## src/sv/fop_pkg.sv

```systemverilog
// Package for the four-op pipeline with store path: payload structs, stage types,
// command and operation codes, and default sizes.
// No dependencies; every other file of the block uses it.
package fop_pkg;

    localparam int unsigned NUM_REGS_DEF           = 16;
    localparam int unsigned MEM_WORDS_DEF          = 16;
    localparam int unsigned RESULT_QUEUE_DEPTH_DEF = 4;

    localparam logic [7:0] RESET_VALUE = 8'hFF;

    localparam logic [2:0] CMD_IDLE      = 3'd0;
    localparam logic [2:0] CMD_INSTR     = 3'd1;
    localparam logic [2:0] CMD_LOAD_REG  = 3'd2;
    localparam logic [2:0] CMD_LOAD_MEM  = 3'd3;
    localparam logic [2:0] CMD_READ_REG  = 3'd4;
    localparam logic [2:0] CMD_READ_MEM  = 3'd5;

    localparam logic [1:0] OP_ADD   = 2'd0;
    localparam logic [1:0] OP_SUB   = 2'd1;
    localparam logic [1:0] OP_MUL   = 2'd2;
    localparam logic [1:0] OP_STORE = 2'd3;

    typedef struct packed {
        logic [2:0] cmd;
        logic [1:0] op_code;
        logic [3:0] dest_reg;
        logic [3:0] src_a_reg;
        logic [3:0] src_b_reg;
        logic [7:0] offset_imm;
        logic [3:0] slot_index;
        logic [7:0] load_value;
    } instr_t;

    typedef struct packed {
        logic       reg_write_valid;
        logic [3:0] reg_write_index;
        logic [7:0] reg_write_value;
        logic       mem_write_valid;
        logic [3:0] mem_write_addr;
        logic [7:0] mem_write_value;
        logic       addr_fault;
        logic       queue_overflow;
        logic       pipeline_steady;
        logic       read_valid_bit;
        logic [7:0] read_value;
    } result_t;

    typedef struct packed {
        logic       valid;
        logic [1:0] op;
        logic [3:0] dest;
        logic [7:0] a;
        logic [7:0] b;
    } stage_t;

    typedef struct packed {
        logic       valid;
        logic [3:0] dest;
        logic [7:0] a;
        logic [7:0] b;
    } mul_stage_t;

    typedef struct packed {
        logic       valid;
        logic [3:0] src;
        logic [7:0] addr;
    } addr_stage_t;

    typedef struct packed {
        logic [3:0] dest;
        logic [7:0] value;
    } rq_entry_t;

endpackage

```

## src/sv/four_op_pipeline_with_store_path_core.sv

```systemverilog
// Top level of the four-op pipeline with store path: input register, one pass of
// pipeline logic, register file, data memory, result queue and result register.
// Depends on fop_pkg.
//
//   Channel   Valid          Stall          Payload              Direction
//   -------   ------------   ------------   ------------------   ---------
//   instr     instr_valid    instr_stall    instr  (instr_t)     into core
//   result    result_valid   result_stall   result (result_t)    out of core
//
// Every transaction passes through the input register and then the result register:
// its result is registered when the pipeline advances and stays offered until it is taken.
// One transaction is accepted per cycle while no stalled result holds the input register.
// Reset clears all valid bits, the stages and the queue count.
// A stalled result holds the input register, which then stalls the instr channel.
module four_op_pipeline_with_store_path_core #(
    parameter int unsigned NUM_REGS           = fop_pkg::NUM_REGS_DEF,
    parameter int unsigned MEM_WORDS          = fop_pkg::MEM_WORDS_DEF,
    parameter int unsigned RESULT_QUEUE_DEPTH = fop_pkg::RESULT_QUEUE_DEPTH_DEF
) (
    input  logic             clk,
    input  logic             rst_n,
    input  logic             instr_valid,
    output logic             instr_stall,
    input  fop_pkg::instr_t  instr,
    output logic             result_valid,
    input  logic             result_stall,
    output fop_pkg::result_t result
);

    localparam int unsigned RIW = (NUM_REGS > 1) ? $clog2(NUM_REGS) : 1;
    localparam int unsigned MAW = (MEM_WORDS > 1) ? $clog2(MEM_WORDS) : 1;
    localparam int unsigned CW  = $clog2(RESULT_QUEUE_DEPTH + 1);

    logic                   instr_valid_reg;
    fop_pkg::instr_t        instr_reg;
    logic                   result_valid_reg;
    fop_pkg::result_t       result_reg;
    fop_pkg::result_t       result_next;
    logic                   mem_sel_reg;
    logic                   mem_sel_next;
    logic [7:0]             mem_rd_reg;
    logic                   adv;

    logic [NUM_REGS-1:0][7:0] rf_values_reg;
    logic [NUM_REGS-1:0]      rf_valid_reg;
    logic [7:0]               mem_values_reg [MEM_WORDS];
    logic [MEM_WORDS-1:0]     mem_valid_reg;

    fop_pkg::stage_t        dec_reg, dec_next;
    fop_pkg::stage_t        arith_reg, arith_next;
    fop_pkg::stage_t        store_reg, store_next;
    fop_pkg::mul_stage_t    mul_reg, mul_next;
    fop_pkg::addr_stage_t   addr_reg, addr_next;
    fop_pkg::rq_entry_t     rq_reg [RESULT_QUEUE_DEPTH];
    fop_pkg::rq_entry_t     rq_next [RESULT_QUEUE_DEPTH];
    logic [CW-1:0]          rq_count_reg, rq_count_next;

    logic                   rf_we;
    logic [RIW-1:0]         rf_wa;
    logic [7:0]             rf_wd;
    logic                   mem_we;
    logic [MAW-1:0]         mem_wa;
    logic [7:0]             mem_wd;
    logic [MAW-1:0]         mem_ra;

    logic                   is_tick;
    logic                   wb_pop;
    logic                   wb_en;
    logic [3:0]             wb_idx;
    logic [7:0]             wb_val;
    logic [CW-1:0]          c1;
    logic [CW-1:0]          pos2;
    logic                   push1_req, push2_req, ok1, ok2;
    fop_pkg::rq_entry_t     e1, e2;
    logic [7:0]             st_val;
    logic [7:0]             st_addr_sum;
    logic [7:0]             slot_ext;
    logic [7:0]             src_ext;
    logic                   slot_reg_ok, slot_mem_ok;

    function automatic logic [7:0] rf_read(
        input logic [3:0]               idx,
        input logic [NUM_REGS-1:0][7:0] vals,
        input logic [NUM_REGS-1:0]      vld,
        input logic                     fwd_en,
        input logic [3:0]               fwd_idx,
        input logic [7:0]               fwd_val
    );
        logic [7:0]     ext;
        logic [RIW-1:0] ri;
        logic [7:0]     v;
        ext = 8'(idx);
        ri  = ext[RIW-1:0];
        v   = fop_pkg::RESET_VALUE;
        if (ext < 8'(NUM_REGS)) begin
            if (fwd_en && fwd_idx == idx)
                v = fwd_val;
            else if (vld[ri])
                v = vals[ri];
        end
        return v;
    endfunction

    assign adv          = instr_valid_reg && !(result_valid_reg && result_stall);
    assign instr_stall  = instr_valid_reg && !adv;
    assign result_valid = result_valid_reg;

    always_comb
    begin
        result = result_reg;
        if (mem_sel_reg)
            result.read_value = result_reg.read_valid_bit ? mem_rd_reg : fop_pkg::RESET_VALUE;
    end

    always_comb
    begin
        result_next   = '0;
        mem_sel_next  = 1'b0;
        dec_next      = dec_reg;
        arith_next    = arith_reg;
        store_next    = store_reg;
        mul_next      = mul_reg;
        addr_next     = addr_reg;
        rq_count_next = rq_count_reg;
        rf_we         = 1'b0;
        rf_wa         = '0;
        rf_wd         = '0;
        mem_we        = 1'b0;
        mem_wa        = '0;
        mem_wd        = '0;
        e1            = '0;
        e2            = '0;
        ok1           = 1'b0;
        ok2           = 1'b0;

        is_tick  = (instr_reg.cmd == fop_pkg::CMD_IDLE) || (instr_reg.cmd == fop_pkg::CMD_INSTR);
        slot_ext = 8'(instr_reg.slot_index);
        slot_reg_ok = slot_ext < 8'(NUM_REGS);
        slot_mem_ok = 9'(slot_ext) < 9'(MEM_WORDS);
        mem_ra   = slot_ext[MAW-1:0];

        wb_pop = is_tick && (rq_count_reg != '0);
        wb_idx = rq_reg[0].dest;
        wb_val = rq_reg[0].value;
        src_ext = 8'(wb_idx);
        wb_en  = wb_pop && (src_ext < 8'(NUM_REGS));

        c1        = rq_count_reg - CW'(wb_pop);
        push1_req = is_tick && mul_reg.valid;
        push2_req = is_tick && arith_reg.valid && (arith_reg.op != fop_pkg::OP_MUL);
        ok1       = push1_req && (c1 < CW'(RESULT_QUEUE_DEPTH));
        pos2      = c1 + CW'(ok1);
        ok2       = push2_req && (pos2 < CW'(RESULT_QUEUE_DEPTH));
        e1.dest   = mul_reg.dest;
        e1.value  = 8'(16'(mul_reg.a) * 16'(mul_reg.b));
        e2.dest   = arith_reg.dest;
        e2.value  = (arith_reg.op == fop_pkg::OP_ADD) ? (arith_reg.a + arith_reg.b)
                                                      : (arith_reg.a - arith_reg.b);

        for (int i = 0; i < int'(RESULT_QUEUE_DEPTH); i++) begin
            rq_next[i] = rq_reg[i];
            if (wb_pop && i < int'(RESULT_QUEUE_DEPTH) - 1)
                rq_next[i] = rq_reg[i + 1];
            if (ok1 && c1 == CW'(i))
                rq_next[i] = e1;
            if (ok2 && pos2 == CW'(i))
                rq_next[i] = e2;
        end

        st_val      = rf_read(addr_reg.src, rf_values_reg, rf_valid_reg, wb_en, wb_idx, wb_val);
        st_addr_sum = store_reg.a + store_reg.b;

        case (instr_reg.cmd)
            fop_pkg::CMD_IDLE, fop_pkg::CMD_INSTR:
            begin
                rq_count_next = pos2 + CW'(ok2);
                result_next.queue_overflow = (push1_req && !ok1) || (push2_req && !ok2);
                if (wb_en) begin
                    rf_we = 1'b1;
                    rf_wa = src_ext[RIW-1:0];
                    rf_wd = wb_val;
                    result_next.reg_write_valid = 1'b1;
                    result_next.reg_write_index = wb_idx;
                    result_next.reg_write_value = wb_val;
                end
                if (addr_reg.valid) begin
                    if (9'(addr_reg.addr) < 9'(MEM_WORDS)) begin
                        mem_we = 1'b1;
                        mem_wa = addr_reg.addr[MAW-1:0];
                        mem_wd = st_val;
                        result_next.mem_write_valid = 1'b1;
                        result_next.mem_write_addr  = addr_reg.addr[3:0];
                        result_next.mem_write_value = st_val;
                    end else begin
                        result_next.addr_fault = 1'b1;
                    end
                end

                mul_next.valid = arith_reg.valid && (arith_reg.op == fop_pkg::OP_MUL);
                mul_next.dest  = arith_reg.dest;
                mul_next.a     = arith_reg.a;
                mul_next.b     = arith_reg.b;

                addr_next.valid = store_reg.valid;
                addr_next.src   = store_reg.dest;
                addr_next.addr  = st_addr_sum;

                arith_next       = dec_reg;
                arith_next.valid = dec_reg.valid && (dec_reg.op != fop_pkg::OP_STORE);
                store_next       = dec_reg;
                store_next.valid = dec_reg.valid && (dec_reg.op == fop_pkg::OP_STORE);

                dec_next.valid = (instr_reg.cmd == fop_pkg::CMD_INSTR);
                dec_next.op    = instr_reg.op_code;
                dec_next.dest  = instr_reg.dest_reg;
                dec_next.a     = rf_read(instr_reg.src_a_reg, rf_values_reg, rf_valid_reg,
                                         wb_en, wb_idx, wb_val);
                if (instr_reg.op_code == fop_pkg::OP_STORE)
                    dec_next.b = instr_reg.offset_imm;
                else
                    dec_next.b = rf_read(instr_reg.src_b_reg, rf_values_reg, rf_valid_reg,
                                         wb_en, wb_idx, wb_val);
            end
            fop_pkg::CMD_LOAD_REG:
            begin
                if (slot_reg_ok) begin
                    rf_we = 1'b1;
                    rf_wa = slot_ext[RIW-1:0];
                    rf_wd = instr_reg.load_value;
                end
            end
            fop_pkg::CMD_LOAD_MEM:
            begin
                if (slot_mem_ok) begin
                    mem_we = 1'b1;
                    mem_wa = slot_ext[MAW-1:0];
                    mem_wd = instr_reg.load_value;
                end
            end
            fop_pkg::CMD_READ_REG:
            begin
                if (slot_reg_ok) begin
                    result_next.read_valid_bit = rf_valid_reg[slot_ext[RIW-1:0]];
                    result_next.read_value     = rf_read(instr_reg.slot_index, rf_values_reg,
                                                         rf_valid_reg, 1'b0, '0, '0);
                end
            end
            fop_pkg::CMD_READ_MEM:
            begin
                if (slot_mem_ok) begin
                    result_next.read_valid_bit = mem_valid_reg[slot_ext[MAW-1:0]];
                    mem_sel_next               = 1'b1;
                end
            end
            default:
            begin
            end
        endcase

        result_next.pipeline_steady = !dec_next.valid && !arith_next.valid && !store_next.valid
                                      && !mul_next.valid && !addr_next.valid
                                      && (rq_count_next == '0);
    end

    always_ff @(posedge clk or negedge rst_n)
    begin
        if (!rst_n) begin
            instr_valid_reg  <= 1'b0;
            result_valid_reg <= 1'b0;
            mem_sel_reg      <= 1'b0;
            rf_valid_reg     <= '0;
            mem_valid_reg    <= '0;
            dec_reg          <= '0;
            arith_reg        <= '0;
            store_reg        <= '0;
            mul_reg          <= '0;
            addr_reg         <= '0;
            rq_count_reg     <= '0;
        end else begin
            if (instr_valid && !instr_stall)
                instr_valid_reg <= 1'b1;
            else if (adv)
                instr_valid_reg <= 1'b0;

            if (adv)
                result_valid_reg <= 1'b1;
            else if (!result_stall)
                result_valid_reg <= 1'b0;

            if (adv) begin
                mem_sel_reg  <= mem_sel_next;
                dec_reg      <= dec_next;
                arith_reg    <= arith_next;
                store_reg    <= store_next;
                mul_reg      <= mul_next;
                addr_reg     <= addr_next;
                rq_count_reg <= rq_count_next;
                if (rf_we)
                    rf_valid_reg[rf_wa] <= 1'b1;
                if (mem_we)
                    mem_valid_reg[mem_wa] <= 1'b1;
            end
        end
    end

    always_ff @(posedge clk)
    begin
        if (instr_valid && !instr_stall)
            instr_reg <= instr;
        if (adv) begin
            result_reg <= result_next;
            rq_reg     <= rq_next;
            if (rf_we)
                rf_values_reg[rf_wa] <= rf_wd;
        end
    end

    always_ff @(posedge clk)
    begin
        if (adv) begin
            if (mem_we)
                mem_values_reg[mem_wa] <= mem_wd;
            mem_rd_reg <= mem_values_reg[mem_ra];
        end
    end

    a_queue_bound: assert property (@(posedge clk) disable iff (!rst_n)
        rq_count_reg <= CW'(RESULT_QUEUE_DEPTH))
        else $error("Result queue count exceeds its depth.");

    a_one_route: assert property (@(posedge clk) disable iff (!rst_n)
        !(arith_reg.valid && store_reg.valid))
        else $error("Decode routed one instruction to both stages.");

    a_mul_moves: assert property (@(posedge clk) disable iff (!rst_n)
        (adv && arith_reg.valid && arith_reg.op == fop_pkg::OP_MUL && is_tick) |=> mul_reg.valid)
        else $error("A multiply did not reach its second stage.");

    a_no_tick_no_write: assert property (@(posedge clk) disable iff (!rst_n)
        (adv && !is_tick) |=> !(result_reg.reg_write_valid || result_reg.mem_write_valid
                                || result_reg.addr_fault || result_reg.queue_overflow))
        else $error("A transaction without a tick reported pipeline activity.");

    a_fault_excl: assert property (@(posedge clk) disable iff (!rst_n)
        result_valid_reg |-> !(result_reg.mem_write_valid && result_reg.addr_fault))
        else $error("A store both wrote memory and faulted.");

endmodule

```

## config.mk

```make
export PLATFORM = sky130hd
export DESIGN_NAME = four_op_pipeline_with_store_path_core
export DESIGN_NICKNAME = d
export VERILOG_FILES = /design/src/sv/fop_pkg.sv /design/src/sv/four_op_pipeline_with_store_path_core.sv
export SDC_FILE = /design/constraint.sdc
export NUM_CORES = 1
export LEC_CHECK = 0
export ABC_CLOCK_PERIOD_IN_PS = 6500
export BUFFER_PORTS_ARGS = -buffer_cell sky130_fd_sc_hd__buf_2
export CAP_MARGIN = 20
export CORE_ASPECT_RATIO = 0.9
export CORE_MARGIN = 4
export CORE_UTILIZATION = 35
export DETAILED_ROUTE_END_ITERATION = 7
export SYNTH_ARGS = -nofsm -noshare
export SYNTH_HDL_FRONTEND = slang
export SYNTH_SLANG_ARGS = --single-unit
export TNS_END_PERCENT = 30
```

## constraint.sdc

```tcl
create_clock -name clk -period 6.5 [get_ports clk]
set_input_delay 0.975 -clock clk [delete_from_list [all_inputs] [get_ports clk]]
set_output_delay 0.975 -clock clk [all_outputs]
set_load 0.02 [all_outputs]
```

==> impl_metrics.env <==
export IMPL_final_net_count=1902
export IMPL_arrival_ns=5.43
export IMPL_syn_nets=1862
export IMPL_clockBufferDepth=3
export IMPL_synth_edf_count=387
export IMPL_routed_top_layer="met4"
export IMPL_clkSlewWorstSetupHoldPaths_ns=0.06
export IMPL_finalSetupViolCount=0
export IMPL_min_period_over_period=0.7914
export IMPL_ys_seq_area_frac=0.5651
export IMPL_path_max_fanout=25
export IMPL_seq_power_share=0.430
export IMPL_min_path_type="register to register"
export IMPL_cts_htree_levels=2
export IMPL_place_ws_ns=1.053
export IMPL_relSlewSlack=0.2873
export IMPL_min_from="instr_reg[30]"
export IMPL_chipWidth_um=293.4
export IMPL_synthToLayoutAreaGrowth_pct=11.29
export IMPL_worstMarginPinSlew_ns=1.065
export IMPL_critPathMaxStageDelay_ns=0.57
export IMPL_path_buf_inv=2
export IMPL_worstReg2RegStart="instr_reg[36]"
export IMPL_drive_gt1_frac=0.2499
export IMPL_clkLatencyLatePin_ns=0.60
export IMPL_grt_pass1_wl_um=105200
export IMPL_fin_util=0.3958
export IMPL_combPwrFrac=0.262
export IMPL_async_reset_ff_frac=0.2291
export IMPL_rsz0062_at_grt="no"
export IMPL_diodes=0
export IMPL_first_iter_violations=1747
export IMPL_cts_tree="yes"
export IMPL_max_freq_ghz=0.1944
export IMPL_powerDensity_nw_per_um2=332.5
export IMPL_pin_count=81
export IMPL_drc=0
export IMPL_period_needed_ns=5.144
export IMPL_peakVddDrop_uv=201.6
export IMPL_met1_length_um=30130
export IMPL_cp_cell_sequence="nor2_1 -> nand2_1 -> inv_1 -> ha_1 -> ha_1 -> xnor2_1 -> and2_1 -> ha_1 -> ha_1 -> xor3_1 -> nor4_4 -> nand2_1 -> a31oi_1 -> buf_4"
export IMPL_ys_top_cells_by_count="387 x edfxtp_1, 200 x nand2_1, 199 x mux4_2"
export IMPL_hold_buffers=0
export IMPL_grt_max_degree=80
export IMPL_drv_slew=0
export IMPL_overflow=0
export IMPL_synth_most_common_cell="edfxtp_1"
export IMPL_met2WireLength_um=32590
export IMPL_place_hpwl_um=48890
export IMPL_syn_mean_instance_area_um2=14.49
export IMPL_firstDrtPassIters=5
export IMPL_cts_sinks=502
export IMPL_worst_ep_required_time_ns=6.78
export IMPL_power_total_w=0.009494
export IMPL_hold_viol=0
export IMPL_core_um2=72140
export IMPL_fin_skew_ns=0.02519
export IMPL_crit_slowest_cell="nor2_1"
export IMPL_min_path_cells=2
export IMPL_maxCapViolCount=0
export IMPL_cts_buffers=50
export IMPL_power_switching_w=0.003055
export IMPL_synth_seq_cells=502
export IMPL_gp_congestion=0.9060
export IMPL_switching_share=0.3217
export IMPL_synth_top_area_cell="edfxtp_1"
export IMPL_initial_core_util=0.3556
export IMPL_path_depth=14
export IMPL_fp_dieH_um=264.9
export IMPL_critPathTopFamily="simple AND/OR/NAND/NOR gates"
export IMPL_p_clk_frac=0.308
export IMPL_yosys_top_cells_area="edfxtp_1 45%, mux4_2 17%, dfrtp_1 11%"
export IMPL_grt_util_all_layers=0.1800
export IMPL_p_leak_nw=10.65
export IMPL_vias_per_cell=5.704
export IMPL_cts_root_buf="clkbuf_16"
export IMPL_synth_cell_types=66
export IMPL_finalWorstSetupSlack_ns=1.356
export IMPL_timing_hold_ws_ns=0.4465
export IMPL_syn_inst=1771
export IMPL_status="finished, final reports clean"
export IMPL_rr_endpoint="wb_val[5]"
export IMPL_grt_pass1_vias=15650
export IMPL_internal_power_w=0.006439
export IMPL_cp_start_kind="register"
export IMPL_io_buffers=80
export IMPL_antenna_found_initial=1
export IMPL_synth_main_ff_cell="edfxtp_1"
export IMPL_wl_per_cell_um=25.44
export IMPL_finalWirelength_um=71300
export IMPL_cts_setup_buffers=0
export IMPL_post_cts_resize_count=0
export IMPL_syn_area_um2=25660
export IMPL_worstRegToRegCells=14
export IMPL_crit_top_cell="ha_1"
export IMPL_wl_met3_um=7160
export IMPL_rrSetupSlack_ns=1.36
export IMPL_synth_top_cell_area_share=0.4530
export IMPL_setup_tns_ns=0
export IMPL_cp_end_kind="register"
export IMPL_ys_warn_count=0
export IMPL_die_area_um2=77700
export IMPL_rows=93
export IMPL_vias=15990
export IMPL_path_class="register to register"
export IMPL_postRouteAntennaNets=0
export IMPL_min_to="dec_reg[18]"
==> cell families (layout without fill, tap and decap cells) <==
family / after synthesis / after routing / share of synthesized area
XOR/XNOR: 43 / 43 / 0.01687
multiplexers: 273 / 273 / 0.2046
adder cells (fa/ha/maj): 50 / 50 / 0.02848
AND/OR/NAND/NOR: 452 / 452 / 0.08130
AO/OA/AOI/OAI: 255 / 255 / 0.06613
flip-flops: 502 / 502 / 0.5651
buffers and inverters: 196 / 278 / 0.03745
==> layout make-up <==
type,instances,area [um2]
clock buffer,65,1369
clock inverter,29,286.5
fill,6661,43590
inverter,57,214.0
multi-input combinational,1073,10210
sequential,502,14500
tap,950,1189
timing repair buffer,127,787.0
==> power by group through the flow <==
stage               Combinational [W]  Sequential [W]  Clock (W)
finish                        0.00248         0.00408    0.00292
global placement              0.00242         0.00414          0
CTS                           0.00248         0.00408    0.00298
detailed placement            0.00247         0.00415          0
floorplan                     0.00181         0.00399          0
global route                  0.00270         0.00412    0.00312
==> cells in the final DEF, fill, tap and decap left out, types with 25 or more instances in the layout <==
cell type and count:
edfxtp_1 387, nand2_1 199, mux4_2 199, dfrtp_1 114, nor2_1 100, buf_2 79, o21ai_0 63, inv_1 56
mux2i_1 52, clkbuf_16 51, a21oi_1 50, buf_4 43, ha_1 36, nor3_1 28, and2_1 25
==> how the worst max path moves through the flow <==
stage | start | to | slack [ns]
finish | instr_reg[36] | wb_val[5] | 1.36
global route | instr_reg[36] | wb_val[5] | 0.95
CTS | instr_reg[36] | rq_reg[2] | 1.03
detailed placement | instr_reg[36] | rq_reg[5] | 1.05
global placement | instr_reg[36] | rq_reg[5] | 1.33
floorplan | rq_count_reg[0] | rq_reg[0] | 1.93
==> worst register-to-register path, stage by stage, from the launching register on <==
cell,delay [ns]
edfxtp_1,0.54
nor2_1,0.57
nand2_1,0.41
inv_1,0.26
ha_1,0.19
ha_1,0.24
xnor2_1,0.28
and2_1,0.30
ha_1,0.19
ha_1,0.24
xor3_1,0.35
nor4_4,0.22
nand2_1,0.48
a31oi_1,0.32
buf_4,0.25
==> stage by stage <==
stage,area (um2),cells
2_1_floorplan,25660,1771
3_3_place_gp,26840,2704
3_5_place_dp,26870,2707
4_1_cts,28530,2801
5_1_grt,28550,2803
6_report,28550,2803
==> layer usage <==
metal	global-route usage	vias to the layer above
met1	0.2591	8286
met2	0.2762	762
met5	0	-
met3	0.04700	88
li1	-	6852
met4	0.03961	0
(Power assumes the default switching activity.)
